## src/rtl/temperature_to_seven_segment_assert.svh

```systemverilog
// Assertion macros shared by the temperature display pipeline.
`ifndef TEMPERATURE_TO_SEVEN_SEGMENT_ASSERT_SVH
`define TEMPERATURE_TO_SEVEN_SEGMENT_ASSERT_SVH
`ifndef SYNTH
// Same-cycle implication, disabled during reset.
`define T2SS_ASSERT_IMPL(lbl, clk, rst, ante, cons) \
lbl: assert property (@(posedge clk) disable iff (rst) (ante) |-> (cons)) \
else $error("t2ss assertion failed");
// Next-cycle implication, disabled during reset.
`define T2SS_ASSERT_NEXT(lbl, clk, rst, ante, cons) \
lbl: assert property (@(posedge clk) disable iff (rst) (ante) |=> (cons)) \
else $error("t2ss assertion failed");
`else
`define T2SS_ASSERT_IMPL(lbl, clk, rst, ante, cons)
`define T2SS_ASSERT_NEXT(lbl, clk, rst, ante, cons)
`endif
`endif

```

## src/rtl/t2ss_pkg.sv

```systemverilog
// Shared constants, types and the digit pattern table of the temperature display.
package t2ss_pkg;

   localparam int NUM_DIGITS_DEFAULT = 4;
   localparam int OUT_DIGITS         = 4;
   localparam int MAG_W              = 17;

   // Register indexes on the configuration port.
   localparam logic [1:0] CSR_HIGH_LIMIT     = 2'd0;
   localparam logic [1:0] CSR_LOW_LIMIT      = 2'd1;
   localparam logic [1:0] CSR_DECIMAL_PLACES = 2'd2;
   localparam logic [1:0] CSR_FAHRENHEIT     = 2'd3;

   localparam logic signed [15:0] HIGH_LIMIT_RESET     = 16'sd1099;
   localparam logic signed [15:0] LOW_LIMIT_RESET      = 16'sd600;
   localparam logic [1:0]         DECIMAL_PLACES_RESET = 2'd1;
   localparam logic               FAHRENHEIT_RESET     = 1'b1;

   localparam logic signed [17:0] KELVIN_OFFSET  = 18'sd27315;
   localparam logic signed [14:0] SUPPLY_NOMINAL = 15'sd3000;
   localparam logic signed [21:0] FAHR_OFFSET    = 22'sd32000;

   // Reciprocals rounded up; each is exact over the operand range it meets.
   localparam logic [20:0] RECIP1000 = 21'd1073742;  // 2^30 / 1000
   localparam logic [20:0] RECIP10   = 21'd1677722;  // 2^24 / 10
   localparam logic [21:0] RECIP100  = 22'd2684355;  // 2^28 / 100

   localparam logic [7:0] SEG_A  = 8'h04;
   localparam logic [7:0] SEG_B  = 8'h01;
   localparam logic [7:0] SEG_C  = 8'h08;
   localparam logic [7:0] SEG_D  = 8'h80;
   localparam logic [7:0] SEG_E  = 8'h40;
   localparam logic [7:0] SEG_F  = 8'h10;
   localparam logic [7:0] SEG_G  = 8'h02;
   localparam logic [7:0] SEG_DP = 8'h20;
   localparam int         SEG_DP_BIT = 5;

   localparam logic [7:0] SEG_LETTER_H = SEG_B | SEG_C | SEG_E | SEG_F | SEG_G;
   localparam logic [7:0] SEG_LETTER_I = SEG_B | SEG_C;
   localparam logic [7:0] SEG_LETTER_L = SEG_D | SEG_E | SEG_F;
   localparam logic [7:0] SEG_LETTER_O = SEG_A | SEG_B | SEG_C | SEG_D | SEG_E | SEG_F;

   typedef struct packed {
      logic             valid;
      logic             hi;
      logic             lo;
      logic             minus;
      logic [MAG_W-1:0] mag;
   } digit_bus_type;

   function automatic logic [7:0] digit_pattern(input logic [3:0] digit);
      logic [7:0] pat;
      case (digit)
         4'd0: pat = SEG_A | SEG_B | SEG_C | SEG_D | SEG_E | SEG_F;
         4'd1: pat = SEG_B | SEG_C;
         4'd2: pat = SEG_A | SEG_B | SEG_D | SEG_E | SEG_G;
         4'd3: pat = SEG_A | SEG_B | SEG_C | SEG_D | SEG_G;
         4'd4: pat = SEG_B | SEG_C | SEG_F | SEG_G;
         4'd5: pat = SEG_A | SEG_C | SEG_D | SEG_F | SEG_G;
         4'd6: pat = SEG_A | SEG_C | SEG_D | SEG_E | SEG_F | SEG_G;
         4'd7: pat = SEG_A | SEG_B | SEG_C;
         4'd8: pat = SEG_A | SEG_B | SEG_C | SEG_D | SEG_E | SEG_F | SEG_G;
         4'd9: pat = SEG_A | SEG_B | SEG_C | SEG_D | SEG_F | SEG_G;
         default: pat = 8'h00;
      endcase
      return pat;
   endfunction

endpackage

```

## src/rtl/t2ss_front.sv

```systemverilog
// Arithmetic front end: compensation, scale, rounded division and limit compare.
`include "temperature_to_seven_segment_assert.svh"
module t2ss_front (
   input  logic                     clock,
   input  logic                     reset,
   input  logic                     in_valid,
   input  logic [14:0]              raw_temp,
   input  logic [12:0]              supply_mv,
   input  logic signed [15:0]       high_limit,
   input  logic signed [15:0]       low_limit,
   input  logic [1:0]               decimal_places,
   input  logic                     fahrenheit,
   output t2ss_pkg::digit_bus_type  out_bus
);

   localparam logic [1:0] DIV_1   = 2'd0;
   localparam logic [1:0] DIV_10  = 2'd1;
   localparam logic [1:0] DIV_100 = 2'd2;

   // Stage A: supply compensation numerator, split into sign and magnitude.
   logic signed [14:0] a_diff;
   logic signed [19:0] a_diff_w;
   logic signed [19:0] a_num;
   logic signed [19:0] a_abs;
   logic               a_valid_ff, a_valid_in;
   logic               a_neg_ff, a_neg_in;
   logic [18:0]        a_mag_ff, a_mag_in;
   logic [14:0]        a_raw_ff, a_raw_in;

   always_comb begin
      a_diff     = $signed({2'b00, supply_mv}) - t2ss_pkg::SUPPLY_NOMINAL;
      a_diff_w   = 20'(a_diff);
      a_num      = (a_diff_w <<< 6) - (a_diff_w <<< 2) + 20'sd500;
      a_abs      = a_num[19] ? -a_num : a_num;
      a_valid_in = in_valid;
      a_neg_in   = a_num[19];
      a_mag_in   = a_abs[18:0];
      a_raw_in   = raw_temp;
   end

   always_ff @(posedge clock) begin
      if (reset) begin
         a_valid_ff <= 1'b0;
      end else begin
         a_valid_ff <= a_valid_in;
      end
   end

   always_ff @(posedge clock) begin
      a_neg_ff <= a_neg_in;
      a_mag_ff <= a_mag_in;
      a_raw_ff <= a_raw_in;
   end

   // Stage B: truncating divide by 1000 on the magnitude.
   logic [39:0] b_prod;
   logic        b_valid_ff, b_valid_in;
   logic        b_neg_ff, b_neg_in;
   logic [8:0]  b_q_ff, b_q_in;
   logic [14:0] b_raw_ff, b_raw_in;

   always_comb begin
      b_prod     = 40'(a_mag_ff) * 40'(t2ss_pkg::RECIP1000);
      b_valid_in = a_valid_ff;
      b_neg_in   = a_neg_ff;
      b_q_in     = b_prod[38:30];
      b_raw_in   = a_raw_ff;
   end

   always_ff @(posedge clock) begin
      if (reset) begin
         b_valid_ff <= 1'b0;
      end else begin
         b_valid_ff <= b_valid_in;
      end
   end

   always_ff @(posedge clock) begin
      b_neg_ff <= b_neg_in;
      b_q_ff   <= b_q_in;
      b_raw_ff <= b_raw_in;
   end

   // Stage C: centidegrees Celsius, optionally millidegrees Fahrenheit.
   logic signed [17:0] c_comp;
   logic signed [17:0] c_cel;
   logic signed [21:0] c_cel_w;
   logic signed [21:0] c_fahr;
   logic               c_valid_ff, c_valid_in;
   logic signed [21:0] c_val_ff, c_val_in;

   always_comb begin
      c_comp     = b_neg_ff ? -$signed({9'd0, b_q_ff}) : $signed({9'd0, b_q_ff});
      c_cel      = $signed({2'b00, b_raw_ff, 1'b0}) - t2ss_pkg::KELVIN_OFFSET - c_comp;
      c_cel_w    = 22'(c_cel);
      c_fahr     = (c_cel_w <<< 4) + (c_cel_w <<< 1) + t2ss_pkg::FAHR_OFFSET;
      c_val_in   = fahrenheit ? c_fahr : c_cel_w;
      c_valid_in = b_valid_ff;
   end

   always_ff @(posedge clock) begin
      if (reset) begin
         c_valid_ff <= 1'b0;
      end else begin
         c_valid_ff <= c_valid_in;
      end
   end

   always_ff @(posedge clock) begin
      c_val_ff <= c_val_in;
   end

   // Stage D: divide the magnitude with round half away from zero.
   logic [1:0]         d_div;
   logic signed [21:0] d_abs_s;
   logic [19:0]        d_half;
   logic [19:0]        d_num;
   logic [21:0]        d_recip;
   logic [41:0]        d_prod;
   logic               d_valid_ff, d_valid_in;
   logic               d_neg_ff, d_neg_in;
   logic [t2ss_pkg::MAG_W-1:0] d_mag_ff, d_mag_in;

   always_comb begin
      if (fahrenheit) begin
         d_div = (decimal_places == 2'd1) ? DIV_100 : DIV_10;
      end else begin
         d_div = (decimal_places == 2'd1) ? DIV_10 : DIV_1;
      end
      case (d_div)
         DIV_10:  d_half = 20'd5;
         DIV_100: d_half = 20'd50;
         default: d_half = 20'd0;
      endcase
      d_recip = (d_div == DIV_100) ? t2ss_pkg::RECIP100 : 22'(t2ss_pkg::RECIP10);
      d_abs_s = c_val_ff[21] ? -c_val_ff : c_val_ff;
      d_num   = d_abs_s[19:0] + d_half;
      d_prod  = 42'(d_num) * 42'(d_recip);
      case (d_div)
         DIV_10:  d_mag_in = d_prod[24 +: t2ss_pkg::MAG_W];
         DIV_100: d_mag_in = t2ss_pkg::MAG_W'(d_prod[41:28]);
         default: d_mag_in = d_num[t2ss_pkg::MAG_W-1:0];
      endcase
      d_neg_in   = c_val_ff[21];
      d_valid_in = c_valid_ff;
   end

   always_ff @(posedge clock) begin
      if (reset) begin
         d_valid_ff <= 1'b0;
      end else begin
         d_valid_ff <= d_valid_in;
      end
   end

   always_ff @(posedge clock) begin
      d_neg_ff <= d_neg_in;
      d_mag_ff <= d_mag_in;
   end

   // Stage E: signed compare against the limits at full width.
   logic signed [17:0]      e_num;
   t2ss_pkg::digit_bus_type e_bus_ff, e_bus_in;

   always_comb begin
      e_num = d_neg_ff ? -$signed({1'b0, d_mag_ff}) : $signed({1'b0, d_mag_ff});
      e_bus_in.valid = d_valid_ff;
      e_bus_in.hi    = e_num > 18'(high_limit);
      e_bus_in.lo    = e_num < 18'(low_limit);
      e_bus_in.minus = d_neg_ff && (d_mag_ff != '0);
      e_bus_in.mag   = d_mag_ff;
   end

   always_ff @(posedge clock) begin
      if (reset) begin
         e_bus_ff <= '0;
      end else begin
         e_bus_ff <= e_bus_in;
      end
   end

   assign out_bus = e_bus_ff;

   // An in-range value lies within the 16-bit limits, so its magnitude is small.
   `T2SS_ASSERT_IMPL(a_in_range_mag, clock, reset, out_bus.valid && !out_bus.hi && !out_bus.lo, out_bus.mag <= 17'd32768)
   `T2SS_ASSERT_IMPL(a_minus_nonzero, clock, reset, out_bus.valid && out_bus.minus, out_bus.mag != '0)

endmodule

```

## src/rtl/t2ss_digit.sv

```systemverilog
// One digit stage: peels off a decimal digit and applies blanking, sign and point.
`include "temperature_to_seven_segment_assert.svh"
module t2ss_digit #(
   parameter int NUM_DIGITS = t2ss_pkg::NUM_DIGITS_DEFAULT,
   parameter int POSITION   = 0
) (
   input  logic                     clock,
   input  logic                     reset,
   input  logic [1:0]               decimal_places,
   input  t2ss_pkg::digit_bus_type  in_bus,
   input  logic [NUM_DIGITS*8-1:0]  in_segs,
   output t2ss_pkg::digit_bus_type  out_bus,
   output logic [NUM_DIGITS*8-1:0]  out_segs
);

   localparam logic [3:0] POS = 4'(POSITION);

   logic [37:0]                prod;
   logic [t2ss_pkg::MAG_W-1:0] quot;
   logic [t2ss_pkg::MAG_W-1:0] rem;
   logic [3:0]                 fixed_digits;
   logic                       blank_zone;
   logic [7:0]                 seg;
   t2ss_pkg::digit_bus_type    bus_ff, bus_in;
   logic [NUM_DIGITS*8-1:0]    segs_ff, segs_in;

   always_comb begin
      prod         = 38'(in_bus.mag) * 38'(t2ss_pkg::RECIP10);
      quot         = t2ss_pkg::MAG_W'(prod[37:24]);
      rem          = in_bus.mag - (quot << 3) - (quot << 1);
      fixed_digits = {2'b00, decimal_places} + 4'd1;
      blank_zone   = (POS >= fixed_digits) && (in_bus.mag == '0);
      bus_in       = in_bus;
      bus_in.mag   = quot;
      seg          = t2ss_pkg::digit_pattern(rem[3:0]);
      // The first blank position past the forced digits carries the sign.
      if (blank_zone) begin
         if (in_bus.minus) begin
            seg          = t2ss_pkg::SEG_G;
            bus_in.minus = 1'b0;
         end else begin
            seg = 8'h00;
         end
      end
      if (POS == {2'b00, decimal_places}) begin
         seg = seg | t2ss_pkg::SEG_DP;
      end
      segs_in = in_segs;
      segs_in[POSITION*8 +: 8] = seg;
   end

   always_ff @(posedge clock) begin
      if (reset) begin
         bus_ff <= '0;
      end else begin
         bus_ff <= bus_in;
      end
   end

   always_ff @(posedge clock) begin
      segs_ff <= segs_in;
   end

   assign out_bus  = bus_ff;
   assign out_segs = segs_ff;

   `T2SS_ASSERT_NEXT(a_point_lit, clock, reset, in_bus.valid && (POS == {2'b00, decimal_places}), out_segs[POSITION*8 + t2ss_pkg::SEG_DP_BIT])

endmodule

```

## src/rtl/t2ss_format.sv

```systemverilog
// Output stage: selects digits or HI/LO letters and registers the four segment bytes.
`include "temperature_to_seven_segment_assert.svh"
module t2ss_format #(
   parameter int NUM_DIGITS = t2ss_pkg::NUM_DIGITS_DEFAULT
) (
   input  logic                     clock,
   input  logic                     reset,
   input  t2ss_pkg::digit_bus_type  in_bus,
   input  logic [NUM_DIGITS*8-1:0]  in_segs,
   output logic                     out_valid,
   output logic [t2ss_pkg::OUT_DIGITS-1:0][7:0] out_segs
);

   localparam int PAD_DIGITS = (NUM_DIGITS > t2ss_pkg::OUT_DIGITS) ?
                               NUM_DIGITS : t2ss_pkg::OUT_DIGITS;

   logic [PAD_DIGITS*8-1:0]                padded;
   logic [t2ss_pkg::OUT_DIGITS-1:0][7:0]   letters;
   logic                                   valid_ff, valid_in;
   logic [t2ss_pkg::OUT_DIGITS-1:0][7:0]   segs_ff, segs_in;

   assign padded = (PAD_DIGITS*8)'(in_segs);

   // Letters fill from the top digit down: H, I when high, L, O when low, and H, I, L, O when both.
   for (genvar p = 0; p < t2ss_pkg::OUT_DIGITS; p++) begin : g_letter
      localparam int SLOT = NUM_DIGITS - 1 - p;
      assign letters[p] =
         (SLOT == 0) ? (in_bus.hi ? t2ss_pkg::SEG_LETTER_H :
                        (in_bus.lo ? t2ss_pkg::SEG_LETTER_L : 8'h00)) :
         (SLOT == 1) ? (in_bus.hi ? t2ss_pkg::SEG_LETTER_I :
                        (in_bus.lo ? t2ss_pkg::SEG_LETTER_O : 8'h00)) :
         (SLOT == 2) ? ((in_bus.hi && in_bus.lo) ? t2ss_pkg::SEG_LETTER_L : 8'h00) :
         (SLOT == 3) ? ((in_bus.hi && in_bus.lo) ? t2ss_pkg::SEG_LETTER_O : 8'h00) :
                       8'h00;
      assign segs_in[p] = (in_bus.hi || in_bus.lo) ? letters[p] : padded[p*8 +: 8];
   end

   assign valid_in = in_bus.valid;

   always_ff @(posedge clock) begin
      if (reset) begin
         valid_ff <= 1'b0;
      end else begin
         valid_ff <= valid_in;
      end
   end

   always_ff @(posedge clock) begin
      segs_ff <= segs_in;
   end

   assign out_valid = valid_ff;
   assign out_segs  = segs_ff;

   `T2SS_ASSERT_NEXT(a_letters_no_point, clock, reset, in_bus.valid && (in_bus.hi || in_bus.lo), !segs_ff[0][t2ss_pkg::SEG_DP_BIT] && !segs_ff[1][t2ss_pkg::SEG_DP_BIT] && !segs_ff[2][t2ss_pkg::SEG_DP_BIT] && !segs_ff[3][t2ss_pkg::SEG_DP_BIT])

endmodule

```

## src/rtl/temperature_to_seven_segment.sv

```systemverilog
// Top level: configuration registers and the temperature display pipeline.
//
//   Channel   Ports                                   Handshake
//   request   req_raw_temp, req_supply_mv             start high, busy low
//   response  rsp_seg_digit0..rsp_seg_digit3          rsp_valid strobe, one cycle
//   config    csr_index, csr_wdata                    csr_we, taken at once
//
// One item enters every cycle; busy is never raised.
// The pipeline has five arithmetic stages (supply numerator,
// compensation divide, scaling, rounded divide, limit compare), one stage per
// digit, and the output register. Reset clears the valid bits and loads the
// register defaults; the receiver cannot stall, so the pipeline never holds.
module temperature_to_seven_segment #(
   parameter int NUM_DIGITS = t2ss_pkg::NUM_DIGITS_DEFAULT
) (
   input  logic        clock,
   input  logic        reset,
   input  logic        start,
   output logic        busy,
   input  logic [14:0] req_raw_temp,
   input  logic [12:0] req_supply_mv,
   output logic        rsp_valid,
   output logic [7:0]  rsp_seg_digit0,
   output logic [7:0]  rsp_seg_digit1,
   output logic [7:0]  rsp_seg_digit2,
   output logic [7:0]  rsp_seg_digit3,
   input  logic        csr_we,
   input  logic [1:0]  csr_index,
   input  logic [15:0] csr_wdata
);

   logic signed [15:0] high_limit_ff, high_limit_in;
   logic signed [15:0] low_limit_ff, low_limit_in;
   logic [1:0]         decimal_places_ff, decimal_places_in;
   logic               fahrenheit_ff, fahrenheit_in;

   always_comb begin
      high_limit_in     = high_limit_ff;
      low_limit_in      = low_limit_ff;
      decimal_places_in = decimal_places_ff;
      fahrenheit_in     = fahrenheit_ff;
      if (csr_we) begin
         case (csr_index)
            t2ss_pkg::CSR_HIGH_LIMIT:     high_limit_in     = $signed(csr_wdata);
            t2ss_pkg::CSR_LOW_LIMIT:      low_limit_in      = $signed(csr_wdata);
            t2ss_pkg::CSR_DECIMAL_PLACES: decimal_places_in = csr_wdata[1:0];
            t2ss_pkg::CSR_FAHRENHEIT:     fahrenheit_in     = csr_wdata[0];
            default: ;
         endcase
      end
   end

   always_ff @(posedge clock) begin
      if (reset) begin
         high_limit_ff     <= t2ss_pkg::HIGH_LIMIT_RESET;
         low_limit_ff      <= t2ss_pkg::LOW_LIMIT_RESET;
         decimal_places_ff <= t2ss_pkg::DECIMAL_PLACES_RESET;
         fahrenheit_ff     <= t2ss_pkg::FAHRENHEIT_RESET;
      end else begin
         high_limit_ff     <= high_limit_in;
         low_limit_ff      <= low_limit_in;
         decimal_places_ff <= decimal_places_in;
         fahrenheit_ff     <= fahrenheit_in;
      end
   end

   assign busy = 1'b0;

   t2ss_pkg::digit_bus_type chain_bus  [NUM_DIGITS+1];
   logic [NUM_DIGITS*8-1:0] chain_segs [NUM_DIGITS+1];

   t2ss_front u_front (
      .clock          (clock),
      .reset          (reset),
      .in_valid       (start && !busy),
      .raw_temp       (req_raw_temp),
      .supply_mv      (req_supply_mv),
      .high_limit     (high_limit_ff),
      .low_limit      (low_limit_ff),
      .decimal_places (decimal_places_ff),
      .fahrenheit     (fahrenheit_ff),
      .out_bus        (chain_bus[0])
   );

   assign chain_segs[0] = '0;

   for (genvar p = 0; p < NUM_DIGITS; p++) begin : g_digit
      t2ss_digit #(
         .NUM_DIGITS (NUM_DIGITS),
         .POSITION   (p)
      ) u_digit (
         .clock          (clock),
         .reset          (reset),
         .decimal_places (decimal_places_ff),
         .in_bus         (chain_bus[p]),
         .in_segs        (chain_segs[p]),
         .out_bus        (chain_bus[p+1]),
         .out_segs       (chain_segs[p+1])
      );
   end

   logic [t2ss_pkg::OUT_DIGITS-1:0][7:0] out_segs;

   t2ss_format #(
      .NUM_DIGITS (NUM_DIGITS)
   ) u_format (
      .clock     (clock),
      .reset     (reset),
      .in_bus    (chain_bus[NUM_DIGITS]),
      .in_segs   (chain_segs[NUM_DIGITS]),
      .out_valid (rsp_valid),
      .out_segs  (out_segs)
   );

   assign rsp_seg_digit0 = out_segs[0];
   assign rsp_seg_digit1 = out_segs[1];
   assign rsp_seg_digit2 = out_segs[2];
   assign rsp_seg_digit3 = out_segs[3];

endmodule
```

## config.mk

```make
export PLATFORM = sky130hd
export DESIGN_NAME = temperature_to_seven_segment
export DESIGN_NICKNAME = d
export VERILOG_FILES = /design/src/rtl/t2ss_pkg.sv /design/src/rtl/t2ss_front.sv /design/src/rtl/t2ss_digit.sv /design/src/rtl/t2ss_format.sv /design/src/rtl/temperature_to_seven_segment.sv
export VERILOG_INCLUDE_DIRS = /design/src /design/src/rtl
export SDC_FILE = /design/constraint.sdc
export NUM_CORES = 2
export LEC_CHECK = 0
export BUFFER_PORTS_ARGS = -buffer_cell sky130_fd_sc_hd__buf_4
export CAP_MARGIN = 10
export CORE_MARGIN = 2
export CORE_UTILIZATION = 35
export DETAILED_ROUTE_END_ITERATION = 8
export SLEW_MARGIN = 10
export SYNTH_ARGS = -nofsm -noshare
export SYNTH_HDL_FRONTEND = slang
export SYNTH_SLANG_ARGS = --single-unit
```

## constraint.sdc

```tcl
create_clock -name clock -period 10.9 [get_ports clock]
set_clock_uncertainty 0.1 [all_clocks]
set_input_delay 0.545 -clock clock [delete_from_list [all_inputs] [get_ports clock]]
set_output_delay 0.545 -clock clock [all_outputs]
set_load 0.01 [all_outputs]
```

==> impl_metrics.py <==
metrics = {
    "clocking": {
        "ctsHtreeMaxLevel": 2,
        "cts_tree": "done",
        "path_clk_slew_ns": 0.06,
        "clk_latency_ns": 0.59,
        "clock_path_buffers": 3,
        "clkSinkCount": 320,
        "numCtsBuffers": 38,
        "cts-root-buf": "clkbuf_16",
    },
    "floorplan": {
        "die_w_um": 351,
        "start_util": 0.352,
        "die_y_um": 351,
        "num_rows": 127,
        "pin_count": 84,
        "dieArea_sq_um": 123000,
        "coreArea_sq_um": 120000,
    },
    "yosys": {
        "synth_edf_count": 0,
        "ys_seq_area_frac": 0.152,
        "ys.flop_type": "dfxtp_1",
        "syn_area_sq_um": 42200,
        "ys_warn_count": 0,
        "synth_cell_types": 80,
        "async_reset_ff_frac": 0,
        "synth.avg_cell_area_sq_um": 9.63,
        "synth-seq-cells": 320,
        "syn_inst": 4380,
    },
    "timing": {
        "tightest_slew_ns": 0.949,
        "setup_tns_ns": 0,
        "maxSlewViolCount": 0,
        "finalHoldViolations": 0,
        "post-route-period-util": 0.927,
        "timing.fmax_mhz": 99.0,
        "setup_viol": 0,
        "period_minus_slack_ns": 10.10,
        "rsz0062_at_grt": "false",
        "hold-worst-slack_ns": 0.0836,
        "max-slew-margin-rel": 0.363,
    },
    "setup_path": {
        "cp-startpoint": "decimal_places_ff[0]",
        "r2r_end": "u_front.d_mag_ff[11]",
        "r2r-start": "decimal_places_ff[0]",
        "cp_top_family": "adder cells",
        "cp-end-kind": "flip-flop",
        "crit_path_frequent_cell": "fa_1",
        "required_ns": 11.23,
        "r2r_cells": 36,
        "crit_type": "flip-flop to flip-flop",
        "worstSetupPathDepth": 36,
        "arrival_ns": 10.43,
        "crit_slowest_cell": "fa_1",
        "ff2ff_setup_slack_ns": 0.80,
        "crit_path_max_fanout": 14,
        "cp_slowest_stage_delay_ns": 0.54,
        "crit_path_start_kind": "flip-flop",
        "path_buf_inv": 7,
    },
    "worst_hold_path": {
        "worst_hold_startpoint": "req_supply_mv[2]",
        "min_to": "u_front.a_mag_ff[4]",
        "hp-class": "primary input to flip-flop",
        "whs_path_depth": 2,
    },
    "route": {
        "routedWlPerCell_um": 15.3,
        "dr.pass1.iters": 5,
        "dr_total_vias": 28600,
        "avgViaCountPerCell": 4.66,
        "drtAntennaViolNets": 0,
        "first_iter_violations": 1215,
        "wl_um": 94000,
        "drc": 0,
    },
    "global_routing": {
        "grt_pass1_vias": 30100,
        "grt_max_degree": 54,
        "grt_pass1_wl_um": 155000,
        "grt_usage": 0.158,
        "antenna_found_initial": 4,
        "grt_overflow": 0,
    },
    "placement": {
        "port_buffers": 82,
        "hpwl_um": 81500,
        "gp_congestion": 0.928,
    },
    "finish": {
        "nNetsFinal": 6023,
        "syn_to_final_growth_pct": 9.87,
        "drive_gt1_frac": 0.0505,
        "num_antenna_cells": 0,
    },
    "run": {
        "cap_violations": 0,
    },
    "run_status": {
        "outcome": "finished, final reports clean",
    },
}
-- sequential cells by signal, indices dropped and copies added (netlist names), 2 cells and up --
name / count
decimal_places_ff: 2
g_digit.u_digit.out_bus: 50
g_digit.u_digit.out_segs: 80
high_limit_ff: 16
low_limit_ff: 16
u_format.out_segs: 32
u_front.a_mag_ff: 17
u_front.a_raw_ff: 15
u_front.b_q_ff: 9
u_front.b_raw_ff: 15
u_front.c_val_ff: 21
u_front.d_mag_ff: 17
u_front.out_bus: 21
-- cell usage after synthesis, drive strengths merged (35+ instances only) --
| cell | n | area share |
|---|---|---|
| a21o | 76 | 0.014 |
| a21oi | 150 | 0.018 |
| clkbuf | 48 | 0.0043 |
| dfxtp | 320 | 0.15 |
| fa | 527 | 0.25 |
| ha | 936 | 0.28 |
| inv | 993 | 0.088 |
| nand2 | 236 | 0.021 |
| nand3 | 35 | 0.0043 |
| nor2 | 179 | 0.016 |
| nor2b | 61 | 0.0091 |
| nor3 | 46 | 0.0055 |
| o21a | 40 | 0.0071 |
| o21ai | 106 | 0.013 |
| xnor2 | 139 | 0.029 |
| xor2 | 81 | 0.018 |
-- final cells by class --
cell class / instances / area (sq um)
fill: 11900 / 73300
clock inverter: 20 / 213
clock buffer: 47 / 1050
timing repair buffer: 126 / 983
inverter: 993 / 3730
multi-input combinational: 3031 / 31900
tap: 1612 / 2020
sequential: 320 / 6410
-- metal layers --
metal / wire, um / share of wire / vias up / global-route usage
met5: 34 / 0.00036 / - / 0
met4: 2710 / 0.029 / 6 / 0.0479
met3: 3720 / 0.040 / 128 / 0.0236
met2: 44800 / 0.48 / 405 / 0.272
met1: 42700 / 0.45 / 13700 / 0.203
li1: - / - / 14400 / -
-- metrics by stage --
stage	utilization	instances	setup WS (ns)	instance area [sq um]
after global placement	0.375	6065	0.697	44900
after detailed placement	0.375	6065	0.493	44900
after global routing	0.387	6149	0.0113	46300
after floorplan	-	4396	1.11	42200
final	0.387	6149	0.800	46300
after CTS	0.387	6147	0.424	46300
-- repair_timing --
action	4_1_cts	5_1_grt
endpoints found under the setup margin	0	16
endpoints found under the hold margin	15	0
gates resized for setup	0	8
hold buffers	15	0
setup buffers	0	2
-- cell usage in the layout (no fill, tap or decap), drive strengths merged, types with 18 or more instances in the layout --
| cell | n |
|---|---|
| a21oi | 150 |
| nand3 | 35 |
| conb | 18 |
| a211oi | 27 |
| a21o | 76 |
| nand2b | 23 |
| dfxtp | 320 |
| nor2b | 61 |
| nand4 | 18 |
| nand2 | 236 |
| inv | 995 |
| and2 | 31 |
| o21ai | 106 |
| clkbuf | 47 |
| fa | 527 |
| nor3 | 46 |
| a31oi | 19 |
| nor2 | 179 |
| xor2 | 81 |
| o21a | 40 |
| ha | 936 |
| o31ai | 28 |
| buf | 111 |
| xnor2 | 139 |
| or3 | 22 |
-- logic make-up after synthesis --
family          share of synthesized area
mux                               0.00549
buf+inv                            0.0931
xor+xnor                           0.0472
simple gates                       0.0856
flops                               0.152
compound gates                     0.0884
other cells                      0.000178
fa+ha+maj                           0.528
-- how the worst max path moves through the flow --
| stage | end |
|---|---|
| floorplan | u_front.d_mag_ff[11] |
| global placement | u_front.d_mag_ff[9] |
| detailed placement | u_front.d_mag_ff[15] |
| CTS | u_front.d_mag_ff[15] |
| global route | u_front.d_mag_ff[15] |
| finish | u_front.d_mag_ff[11] |
Power is left out: the tool's default activity adds up to more than one toggle a clock period on the data nets, which glitch-free logic cannot reach.
